--- config.mk ---
export PLATFORM = sky130hd
export DESIGN_NAME = cgd_queue
export DESIGN_NICKNAME = d
export VERILOG_FILES = /design/src/cgd_pkg.sv /design/src/cgd_queue.sv
export SDC_FILE = /design/constraint.sdc
export NUM_CORES = 1
export LEC_CHECK = 0
export BUFFER_PORTS_ARGS = -buffer_cell sky130_fd_sc_hd__buf_4
export CAP_MARGIN = 25
export CORE_ASPECT_RATIO = 0.7
export CORE_MARGIN = 5
export CORE_UTILIZATION = 45
export DETAILED_ROUTE_END_ITERATION = 6
export MAX_ROUTING_LAYER = met4
export PLACE_DENSITY = 0.74
export SETUP_SLACK_MARGIN = 0.15
export SYNTH_ARGS = -nofsm -noshare
export SYNTH_HDL_FRONTEND = slang
export SYNTH_SLANG_ARGS = --single-unit
--- constraint.sdc ---
create_clock -name clock -period 6.85 [get_ports clock]
set_clock_uncertainty 0.1 [all_clocks]
set_input_delay 1.0275 -clock clock [delete_from_list [all_inputs] [get_ports clock]]
set_output_delay 1.0275 -clock clock [all_outputs]
set_load 0.02 [all_outputs]
--- src/cgd_pkg.sv ---
// ----------------------------------------------------------------------------
// Drawing engine package
// Shared types and constants for the rectangle and glyph drawing engine.
// ----------------------------------------------------------------------------
package cgd_pkg;

   localparam int MODE_W   = 3;
   localparam int GEO_W    = 14;
   localparam int COORD_W  = 11;
   localparam int INDEX_W  = 14;
   localparam int GCNT_W   = 3;

   localparam logic [MODE_W-1:0] MODE_CLEAR = 3'd0;
   localparam logic [MODE_W-1:0] MODE_PIXEL = 3'd1;
   localparam logic [MODE_W-1:0] MODE_RECT  = 3'd2;
   localparam logic [MODE_W-1:0] MODE_CHAR  = 3'd3;
   localparam logic [MODE_W-1:0] MODE_READ  = 3'd4;

   typedef struct packed {
      logic               read;
      logic               last;
      logic               skip;
      logic [COORD_W-1:0] x0;
      logic [COORD_W-1:0] y0;
      logic [COORD_W-1:0] xlen;
      logic [COORD_W-1:0] ylen;
      logic [7:0]         color;
      logic [INDEX_W-1:0] word_index;
   } op_type;

endpackage

--- src/cgd_queue.sv ---
// ----------------------------------------------------------------------------
// Drawing engine operation queue
// Four-entry queue of clipped drawing operations between front and back.
// ----------------------------------------------------------------------------
module cgd_queue (
   input  logic            clock,
   input  logic            reset,
   input  logic            push,
   input  cgd_pkg::op_type push_data,
   output logic            full,
   input  logic            pop,
   output logic            empty,
   output cgd_pkg::op_type head
);
   import cgd_pkg::*;

   localparam int DEPTH = 4;
   localparam int PTR_W = 2;

   op_type           slot_ff [DEPTH];
   logic [PTR_W-1:0] wr_ff, wr_in;
   logic [PTR_W-1:0] rd_ff, rd_in;
   logic [PTR_W:0]   count_ff, count_in;
   logic             do_push, do_pop;

   assign full    = (count_ff == (PTR_W + 1)'(DEPTH));
   assign empty   = (count_ff == '0);
   assign head    = slot_ff[rd_ff];
   assign do_push = push & ~full;
   assign do_pop  = pop & ~empty;

   always_comb begin
      wr_in    = do_push ? wr_ff + PTR_W'(1) : wr_ff;
      rd_in    = do_pop ? rd_ff + PTR_W'(1) : rd_ff;
      count_in = count_ff + (PTR_W + 1)'(do_push) - (PTR_W + 1)'(do_pop);
   end

   always_ff @(posedge clock) begin
      if (reset) begin
         wr_ff    <= '0;
         rd_ff    <= '0;
         count_ff <= '0;
      end else begin
         wr_ff    <= wr_in;
         rd_ff    <= rd_in;
         count_ff <= count_in;
      end
      if (do_push) begin
         slot_ff[wr_ff] <= push_data;
      end
   end

endmodule

==> flow_metrics.env <==
export IMPL_drt_wirelength_per_cell_um=21.32
export IMPL_cts_hold_buf=0
export IMPL_clock_path_buffers=3
export IMPL_grt_pass1_vias=5266
export IMPL_ctsResizeCount=0
export IMPL_critPathKind="register to primary output"
export IMPL_drv_slew=0
export IMPL_io_pins=144
export IMPL_syn_inst=412
export IMPL_start_kind="register"
export IMPL_drt_met1_wl_mm=7.966
export IMPL_dp_cells=855
export IMPL_hpwl_mm=11.79
export IMPL_post_cts_buffers=0
export IMPL_stdcell_area_um2=12830
export IMPL_port_buffer_count=143
export IMPL_clock_sinks=285
export IMPL_dp_slack_ns=3.277
export IMPL_fin_setup_tns_ns=0
export IMPL_worstSkewPairLatency_ns=0.51
export IMPL_cp_required_ns=5.72
export IMPL_synth_edff_count=276
export IMPL_final_cell_mix="edfxtp_1, buf_4, mux4_2"
export IMPL_postPlaceCellArea_um2=11900
export IMPL_status="finished, final reports clean"
export IMPL_yosys_warnings=0
export IMPL_gp_congestion=0.7506
export IMPL_cts_buffers=27
export IMPL_hold_viol=0
export IMPL_rsz0062_at_grt="no"
export IMPL_drv_cap=0
export IMPL_period_share=0.5778
export IMPL_fmax_ghz=0.2527
export IMPL_wl_met3_mm=1.597
export IMPL_syn_cell_area_um2=10430
export IMPL_ys_flop_type="edfxtp_1"
export IMPL_nets=653
export IMPL_drtIter0Drc=314
export IMPL_p_leak_nw=4.297
export IMPL_vias_per_cell=5.203
export IMPL_cp_end_kind="primary output"
export IMPL_rows=46
export IMPL_synthArstFlopShare=0
export IMPL_drive_gt1_frac=0.4475
export IMPL_die_h_um=137.4
export IMPL_grt_usage=0.1518
export IMPL_fin_crit_ns=3.958
export IMPL_cts_tree="done"
export IMPL_power_density_nw_per_um2=381.7
export IMPL_htree_levels=1
export IMPL_num_vias=4698
export IMPL_fin_util=0.5644
export IMPL_grt_max_degree=70
export IMPL_synth_avg_cell_area_um2=25.32
export IMPL_dieArea_um2=26370
export IMPL_fillerInstances=1641
export IMPL_synthesis_nets=492
export IMPL_area_growth_pct=23.01
export IMPL_synthTopCellsByArea="edfxtp_1, mux4_2, dfxtp_1, ha_1, buf_12"
export IMPL_clk_pin_slew_ns=0.06
export IMPL_setup_viol=0
export IMPL_relSlewSlack=0.3756
export IMPL_layout_commonest_cell="edfxtp_1"
export IMPL_critPathMaxFanout=44
export IMPL_synth_top_area_share=0.7945
export IMPL_crit_arrival_ns=2.83
export IMPL_route_detailed_drc=0
export IMPL_cts_root_buf="clkbuf_16"
export IMPL_grt_pass1_wl_mm=29.55
export IMPL_multiInputGateArea_um2=1817
export IMPL_hp_class="register to register"
export IMPL_initial_core_util=0.4588
export IMPL_antenna_found_initial=1
export IMPL_synth_top_cell_by_area="edfxtp_1"
export IMPL_seq_area_um2=8476
export IMPL_routed_wl_mm=19.25
export IMPL_setup_slack_ns=2.892
export IMPL_dr_pass1_iters=4
export IMPL_synth_cell_types=25
export IMPL_synth_seq_area_share=0.8118
export IMPL_antenna_left=0
export IMPL_fp_dieW_um=192.0
export IMPL_grt_ovfl_total=0
export IMPL_wl_met2_mm=9.238
export IMPL_topRoutingLayerUsed="met4"
export IMPL_tightestPinTransition_ns=0.9365
export IMPL_core_area_um2=22730
export IMPL_ys_ff_latch=285
export IMPL_ir_drop_v=0.0002609
export IMPL_fin_cells=903
[cell type report]
| type | count | share of cell area |
|---|---|---|
| multi-input combinational | 102 | 0.1416 |
| timing repair buffer | 149 | 0.09439 |
| inverter | 8 | 0.002340 |
| clock inverter | 14 | 0.01638 |
| sequential | 285 | 0.6606 |
| tap | 312 | 0.03042 |
| clock buffer | 32 | 0.05412 |
| antenna | 1 | 0.0001950 |
[registers in the layout (all words and copies together), names as in the netlist, named ones only]
name	flops
count_ff	3
slot_ff	276
rd_ff	2
wr_ff	2
[metal layers]
| layer | GRT usage | vias to the layer above |
|---|---|---|
| li1 | - | 2073 |
| met1 | 0.1946 | 2426 |
| met2 | 0.2422 | 160 |
| met3 | 0.04534 | 39 |
| met4 | 0.03919 | 0 |
| met5 | - | - |
[worst paths after layout]
check | start | end | slack, ns | depth (start not counted)
worst max-delay path | register | head[22] | 2.89 | 3
worst min-delay path | wr_ff[1]$_SDFFE_PP0P_ | wr_ff[1]$_SDFFE_PP0P_ | 0.42 | 2
worst max register to register | count_ff[2]$_SDFF_PP0_ | count_ff[2]$_SDFF_PP0_ | 4.24 | 10
worst min register to register | wr_ff[1]$_SDFFE_PP0P_ | wr_ff[1]$_SDFFE_PP0P_ | 0.42 | 2
[synthesized netlist by cell type, drive strengths merged (2+ instances only)]
cell and n:
or3 2, nor2 4, nand2b 2, clkbuf 6, mux4 69, xnor2 2
buf 11, dfxtp 9, o21ai 2, inv 8, nor2b 2, ha 6
and2 4, edfxtp 276, a21oi 2
[report_power, final]
group / switching (mW) / internal (mW)
logic: 0.596 / 0.584
clock network: 0.592 / 0.912
registers: 0.119 / 2.10
[stage by stage]
step	power (mW)	hold WS (ns)
floorplan	2.992	0.3591
global placement	3.408	0.3726
detailed placement	3.459	0.4034
CTS	4.979	0.4103
global route	5.121	0.4270
finish	4.898	0.4156
[cell families after synthesis]
kind of cell	count (synthesis)	share of synthesized area
xor+xnor	3	0.002519
simple gates	17	0.008994
fa+ha+maj	7	0.009116
compound gates	5	0.002639
flops	285	0.8118
mux	70	0.1499
buf+inv	25	0.01499
[worst max-delay path, cell delays in order, from the launching register on]
cell	delay, ns
dfxtp_4	0.92
buf_4	0.60
mux4_2	0.60
buf_4	0.18
Power figures use the tool's default switching activity.
