<file path="src/cgd_pkg.sv">
// ----------------------------------------------------------------------------
// Drawing engine package
// Shared types and constants for the rectangle and glyph drawing engine.
// ----------------------------------------------------------------------------
package cgd_pkg;

   localparam int MODE_W   = 3;
   localparam int GEO_W    = 14;
   localparam int COORD_W  = 11;
   localparam int INDEX_W  = 14;
   localparam int GCNT_W   = 3;

   localparam logic [MODE_W-1:0] MODE_CLEAR = 3'd0;
   localparam logic [MODE_W-1:0] MODE_PIXEL = 3'd1;
   localparam logic [MODE_W-1:0] MODE_RECT  = 3'd2;
   localparam logic [MODE_W-1:0] MODE_CHAR  = 3'd3;
   localparam logic [MODE_W-1:0] MODE_READ  = 3'd4;

   typedef struct packed {
      logic               read;
      logic               last;
      logic               skip;
      logic [COORD_W-1:0] x0;
      logic [COORD_W-1:0] y0;
      logic [COORD_W-1:0] xlen;
      logic [COORD_W-1:0] ylen;
      logic [7:0]         color;
      logic [INDEX_W-1:0] word_index;
   } op_type;

endpackage

</file>
<file path="src/cgd_front.sv">
// ----------------------------------------------------------------------------
// Drawing engine front end
// Takes one command, clips it to the screen and splits glyphs into cell fills.
// ----------------------------------------------------------------------------
module cgd_front #(
   parameter int SCREEN_WIDTH  = 320,
   parameter int SCREEN_HEIGHT = 120,
   parameter int GLYPH_COLUMNS = 5,
   parameter int GLYPH_ROWS    = 7
) (
   input  logic                                 clock,
   input  logic                                 reset,
   input  logic                                 back_init,
   input  logic                                 push,
   output logic                                 full,
   input  logic [cgd_pkg::MODE_W-1:0]           req_mode,
   input  logic signed [10:0]                   req_x_pos,
   input  logic signed [10:0]                   req_y_pos,
   input  logic signed [10:0]                   req_width_px,
   input  logic signed [10:0]                   req_height_px,
   input  logic [7:0]                           req_color,
   input  logic [7:0]                           req_fg_color,
   input  logic [7:0]                           req_bg_color,
   input  logic [3:0]                           req_scale,
   input  logic [GLYPH_COLUMNS*GLYPH_ROWS-1:0]  req_glyph_bits,
   input  logic [cgd_pkg::INDEX_W-1:0]          req_word_index,
   input  logic                                 q_full,
   output logic                                 q_push,
   output cgd_pkg::op_type                      q_data
);
   import cgd_pkg::*;

   localparam int BITS_W = GLYPH_COLUMNS * GLYPH_ROWS;

   logic                      busy_ff, busy_in;
   logic                      glyph_ff, glyph_in;
   logic                      read_ff, read_in;
   logic                      skip_ff, skip_in;
   logic signed [GEO_W-1:0]   gx_ff, gx_in;
   logic signed [GEO_W-1:0]   gy_ff, gy_in;
   logic signed [GEO_W-1:0]   gw_ff, gw_in;
   logic signed [GEO_W-1:0]   gh_ff, gh_in;
   logic signed [GEO_W-1:0]   ybase_ff, ybase_in;
   logic [7:0]                color_ff, color_in;
   logic [7:0]                fg_ff, fg_in;
   logic [7:0]                bg_ff, bg_in;
   logic [BITS_W-1:0]         bits_ff, bits_in;
   logic [GCNT_W-1:0]         col_ff, col_in;
   logic [GCNT_W-1:0]         row_ff, row_in;
   logic [INDEX_W-1:0]        index_ff, index_in;

   logic                      accept;
   logic                      cell_last;
   logic signed [GEO_W-1:0]   xs, xe, ys, ye, x1, y1;
   logic                      clip_empty;
   logic signed [GEO_W-1:0]   scale_eff;

   assign full   = busy_ff | back_init;
   assign accept = push & ~full;
   assign q_push = busy_ff & ~q_full;

   assign scale_eff = (req_scale == 4'd0) ? GEO_W'(1) : GEO_W'(req_scale);
   assign cell_last = (col_ff == GCNT_W'(GLYPH_COLUMNS - 1)) &&
                      (row_ff == GCNT_W'(GLYPH_ROWS - 1));

   always_comb begin
      x1 = gx_ff + gw_ff;
      y1 = gy_ff + gh_ff;
      xs = (gx_ff < 0) ? '0 : gx_ff;
      ys = (gy_ff < 0) ? '0 : gy_ff;
      xe = (x1 > GEO_W'(SCREEN_WIDTH)) ? GEO_W'(SCREEN_WIDTH) : x1;
      ye = (y1 > GEO_W'(SCREEN_HEIGHT)) ? GEO_W'(SCREEN_HEIGHT) : y1;
      clip_empty = (xe <= xs) || (ye <= ys);
   end

   always_comb begin
      q_data.read       = read_ff;
      q_data.last       = glyph_ff ? cell_last : 1'b1;
      q_data.skip       = skip_ff | clip_empty;
      q_data.x0         = xs[COORD_W-1:0];
      q_data.y0         = ys[COORD_W-1:0];
      q_data.xlen       = COORD_W'(xe - xs);
      q_data.ylen       = COORD_W'(ye - ys);
      q_data.color      = glyph_ff ? (bits_ff[0] ? fg_ff : bg_ff) : color_ff;
      q_data.word_index = index_ff;
   end

   always_comb begin
      busy_in  = busy_ff;
      glyph_in = glyph_ff;
      read_in  = read_ff;
      skip_in  = skip_ff;
      gx_in    = gx_ff;
      gy_in    = gy_ff;
      gw_in    = gw_ff;
      gh_in    = gh_ff;
      ybase_in = ybase_ff;
      color_in = color_ff;
      fg_in    = fg_ff;
      bg_in    = bg_ff;
      bits_in  = bits_ff;
      col_in   = col_ff;
      row_in   = row_ff;
      index_in = index_ff;
      if (accept) begin
         busy_in  = 1'b1;
         glyph_in = 1'b0;
         read_in  = 1'b0;
         skip_in  = 1'b0;
         gx_in    = GEO_W'(req_x_pos);
         gy_in    = GEO_W'(req_y_pos);
         ybase_in = GEO_W'(req_y_pos);
         gw_in    = GEO_W'(req_width_px);
         gh_in    = GEO_W'(req_height_px);
         color_in = req_color;
         fg_in    = req_fg_color;
         bg_in    = req_bg_color;
         bits_in  = req_glyph_bits;
         col_in   = '0;
         row_in   = '0;
         index_in = req_word_index;
         case (req_mode)
            MODE_CLEAR: begin
               gx_in = '0;
               gy_in = '0;
               gw_in = GEO_W'(SCREEN_WIDTH);
               gh_in = GEO_W'(SCREEN_HEIGHT);
            end
            MODE_PIXEL: begin
               gw_in = GEO_W'(1);
               gh_in = GEO_W'(1);
            end
            MODE_RECT: begin
            end
            MODE_CHAR: begin
               glyph_in = 1'b1;
               gw_in    = scale_eff;
               gh_in    = scale_eff;
            end
            MODE_READ: begin
               read_in = 1'b1;
               skip_in = 1'b1;
            end
            default: begin
               skip_in = 1'b1;
            end
         endcase
      end else if (q_push) begin
         if (!glyph_ff || cell_last) begin
            busy_in = 1'b0;
         end else begin
            bits_in = bits_ff >> 1;
            if (row_ff == GCNT_W'(GLYPH_ROWS - 1)) begin
               row_in = '0;
               col_in = col_ff + GCNT_W'(1);
               gy_in  = ybase_ff;
               gx_in  = gx_ff + gw_ff;
            end else begin
               row_in = row_ff + GCNT_W'(1);
               gy_in  = gy_ff + gh_ff;
            end
         end
      end
   end

   always_ff @(posedge clock) begin
      if (reset) begin
         busy_ff <= 1'b0;
      end else begin
         busy_ff <= busy_in;
      end
      glyph_ff <= glyph_in;
      read_ff  <= read_in;
      skip_ff  <= skip_in;
      gx_ff    <= gx_in;
      gy_ff    <= gy_in;
      gw_ff    <= gw_in;
      gh_ff    <= gh_in;
      ybase_ff <= ybase_in;
      color_ff <= color_in;
      fg_ff    <= fg_in;
      bg_ff    <= bg_in;
      bits_ff  <= bits_in;
      col_ff   <= col_in;
      row_ff   <= row_in;
      index_ff <= index_in;
   end

endmodule

</file>
<file path="config.mk">
export PLATFORM = sky130hd
export DESIGN_NAME = cgd_front
export DESIGN_NICKNAME = d
export VERILOG_FILES = /design/src/cgd_pkg.sv /design/src/cgd_front.sv
export SDC_FILE = /design/constraint.sdc
export NUM_CORES = 1
export LEC_CHECK = 0
export BUFFER_PORTS_ARGS = -buffer_cell sky130_fd_sc_hd__buf_2
export CORE_ASPECT_RATIO = 1.75
export CORE_MARGIN = 4
export CORE_UTILIZATION = 45
export CTS_CLUSTER_SIZE = 30
export DETAILED_ROUTE_END_ITERATION = 16
export PLACE_DENSITY_LB_ADDON = 0.2
export RECOVER_POWER = 100
export SLEW_MARGIN = 20
export SYNTH_ARGS = -nofsm -noshare
export SYNTH_HDL_FRONTEND = slang
export SYNTH_SLANG_ARGS = --single-unit
</file>
<file path="constraint.sdc">
create_clock -name clock -period 11.2 [get_ports clock]
set_input_delay 0.56 -clock clock [delete_from_list [all_inputs] [get_ports clock]]
set_output_delay 0.56 -clock clock [all_outputs]
set_load 0.005 [all_outputs]
</file>
==> impl_metrics.csv <==
group,metric,value,unit
sta,fin_crit_sh,64.3,%
sta,setup_viol,0,
clock_tree,clockBufferDepth,2,
clock_tree,cts_tree,"done",
outcome,status,"finished with violations",
logic_synthesis,post-synth-top-area-fraction,47.4,%
worst_setup_path,crit_start,"busy_ff$_SDFFE_PP0P_",
routing,drt_iter0_drc,314,
placed_design,post-place-ws,5.71,ns
placed_design,dp.cells,1286,
floorplanning,rows,67,
cells_and_area,final_cell_count_no_fill,1318,
clock_tree,post-cts-setup-buffers,0,
logic_synthesis,synth.largest_area_cell,"edfxtp_1",
placed_design,hpwlAfterDp,17200,um
routing,viasPerCell,5.32,
logic_synthesis,synth_area_per_cell,9.94,um2
power_and_ir_drop,ir_worst_vdd,0.000108,V
worst_setup_path,crit_chain,"nor2_1, nand2_2, clkbuf_1, clkinvlp_2, clkbuf_1, o21ai_0",
routing,detail-route-antenna-nets,0,
clock_tree,clock-sinks,144,
routing,drc_errors,0,
placed_design,portBuffers,199,
clock_tree,clkLatencyLatePin,0.42,ns
worst_setup_path,cp_data_required_time,11.38,ns
placed_design,gp_congestion,0.944,
routing,route.detailed.wl_per_inst,16.6,um
clock_tree,h-tree-depth,4,
power_and_ir_drop,p_per_area,170,nW/um2
logic_synthesis,netlist_area,8680,um2
logic_synthesis,ys_warn_count,0,
clock_tree,cts-root-buf,"clkbuf_16",
logic_synthesis,synth-main-ff-cell,"edfxtp_1",
power_and_ir_drop,p_total,1.75,mW
cells_and_area,ff_latch_area,4250,um2
run,maxCapViolCount,4,
clock_tree,cts_repair_resize_count,0,
worst_setup_path,reg2reg_from,"busy_ff$_SDFFE_PP0P_",
sta,tns,0,ns
sta,tightest_slew,3.31,ns
sta,fmax,139,MHz
cells_and_area,post-route-util,54.4,%
worst_setup_path,worstSetupPathType,"reg -> reg",
worst_setup_path,path_max_fanout,73,
worst_setup_path,crit_top_cell,"clkbuf_1",
worst_setup_path,critPathMaxStageDelay,2.64,ns
placed_design,dpl-instance-area,9890,um2
worst_setup_path,setup.worst_path.end,"gx_ff[1]$_DFFE_PP_",
routing,dr_total_vias,7011,
routing,wl,21900,um
floorplanning,fp.dieH,192,um
logic_synthesis,synth-edff-count,137,
floorplanning,fp.dieW,113,um
clock_tree,hold_buffers,0,
worst_setup_path,critical-path-slowest-cell,"clkinvlp_2",
cells_and_area,drive_gt1_share,18.3,%
cells_and_area,finalNetCount,1251,
worst_setup_path,end_kind,"flip-flop",
cells_and_area,multi_input_area,4110,um2
logic_synthesis,synthTopCellsByArea,"edfxtp_1 47%, ha_1 7.8%, nand2_1 7.0%",
floorplanning,core-area,19000,um2
sta,whs,0.301,ns
sta,rsz0062_at_grt,"no",
sta,slew_headroom,-121,%
global_routing,grt_usage,20.1,%
logic_synthesis,ys_types,69,
global_routing,antenna_found_initial,5,
sta,drv_slew,220,
logic_synthesis,synth_common_cells,"161 x nand2_1, 137 x edfxtp_1, 65 x nor2_1",
power_and_ir_drop,p_leak,4.41,nW
logic_synthesis,ys_seq_area_share,49.0,%
floorplanning,die_area,21700,um2
global_routing,overflow,0,
clock_tree,cts.clk_slew.worst_paths,0.06,ns
worst_setup_path,worst-endpoint-arrival,7.39,ns
global_routing,grt_max_degree,74,
global_routing,grt_pass1_vias,7074,
floorplanning,ios,200,
global_routing,grt_pass1_wl,34600,um
worst_setup_path,r2r_slack,4.00,ns
logic_synthesis,ys_ff_latch,144,
cells_and_area,area_growth_syn_to_layout,19.2,%
worst_setup_path,worst-r2r-cell-count,6,
clock_tree,numCtsBuffers,17,
outcome,violations,"max-capacitance violations, max-slew violations",
sta,layout_setup_ws,4.00,ns
logic_synthesis,synth.most_common_cell,"nand2_1",
sta,hold_viol,0,
sta,fin_crit,7.20,ns
sta,clock_skew,0.0125,ns
cells_and_area,final.fill_count,1840,
logic_synthesis,synth_cells,873,
cells_and_area,fin_area,10300,um2
hold_path,hold_path_class,"in -> reg",
floorplanning,initial_core_util,45.6,%
hold_path,worstHoldPathCells,2,
worst_setup_path,timing.rr.end,"gx_ff[1]$_DFFE_PP_",
logic_synthesis,ys_async_sr_fraction,0,%
logic_synthesis,syn_nets,1060,
worst_setup_path,cp-start-kind,"flip-flop",
routing,first_pass_iters,4,
-- worst max-delay path: cells and delay by family (launching register included) --
family / cells / cell delay [ns]
AND/OR/NAND/NOR: 2 / 0.14
buffers and inverters: 3 / 5.84
AO/OA/AOI/OAI: 1 / 0.62
flip-flops: 1 / 0.34
-- power by group --
part	switching (mW)	total [mW]	internal [mW]
Clock	0.219	0.523	0.304
Combinational	0.326	0.577	0.251
Sequential	0.0170	0.654	0.637
-- logic make-up (layout without fill, tap and decap cells) --
group / count (synthesis) / after routing / share of synthesized area (%)
buffers and inverters: 80 / 283 / 3.60
other: 0 / 1 / 0
DFF: 144 / 144 / 49.0
AOI/OAI and AO/OA: 193 / 193 / 14.9
and+or+nand+nor: 348 / 348 / 18.5
adders and majority gates: 58 / 58 / 8.71
xor gates and xnor gates: 34 / 34 / 3.43
muxes: 16 / 16 / 1.84
-- sequential cells by signal, summed over array words and instances (netlist names), 3 cells and up --
register and count:
index_ff 14, gy_ff 14, gx_ff 14, row_ff 3, fg_ff 8, bg_ff 8
col_ff 3, gw_ff 11, ybase_ff 11, bits_ff 35, color_ff 8, gh_ff 11
-- how the worst min path moves through the flow --
stage	startpoint	end	slack, ns
3_3_place_gp	col_ff[1]$_SDFFE_PP0P_	col_ff[1]$_SDFFE_PP0P_	0.46
2_1_floorplan	col_ff[1]$_SDFFE_PP0P_	col_ff[1]$_SDFFE_PP0P_	0.45
3_5_place_dp	col_ff[1]$_SDFFE_PP0P_	col_ff[1]$_SDFFE_PP0P_	0.47
4_1_cts	reset	busy_ff$_SDFFE_PP0P_	0.29
6_report	reset	busy_ff$_SDFFE_PP0P_	0.30
5_1_grt	reset	busy_ff$_SDFFE_PP0P_	0.28
-- cell usage in the layout, fill, tap and decap left out, drive strengths merged, types with 28 or more instances in the layout --
cell	count
inv	50
a21oi	48
buf	139
edfxtp	137
clkbuf	82
nand2b	28
nand2	161
o21ai	48
nor2	65
ha	54
-- per-layer routing --
metal	GRT usage, %	routed length [um]	up-vias
li1	-	-	3503
met1	22.2	8370	3253
met2	36.4	11400	208
met3	5.39	1450	39
met4	8.10	643	8
met5	0	47	-
-- cell type report --
type                            count  share of cell area (%)
Inverter                           49                    1.79
Sequential cell                   144                    41.1
Tap cell                          241                    2.91
Clock buffer                       18                    4.15
Antenna cell                        1                  0.0242
Multi-Input combinational cell    649                    39.7
Timing Repair Buffer              203                    9.18
Clock inverter                     13                    1.11
(Power assumes the default switching activity.)
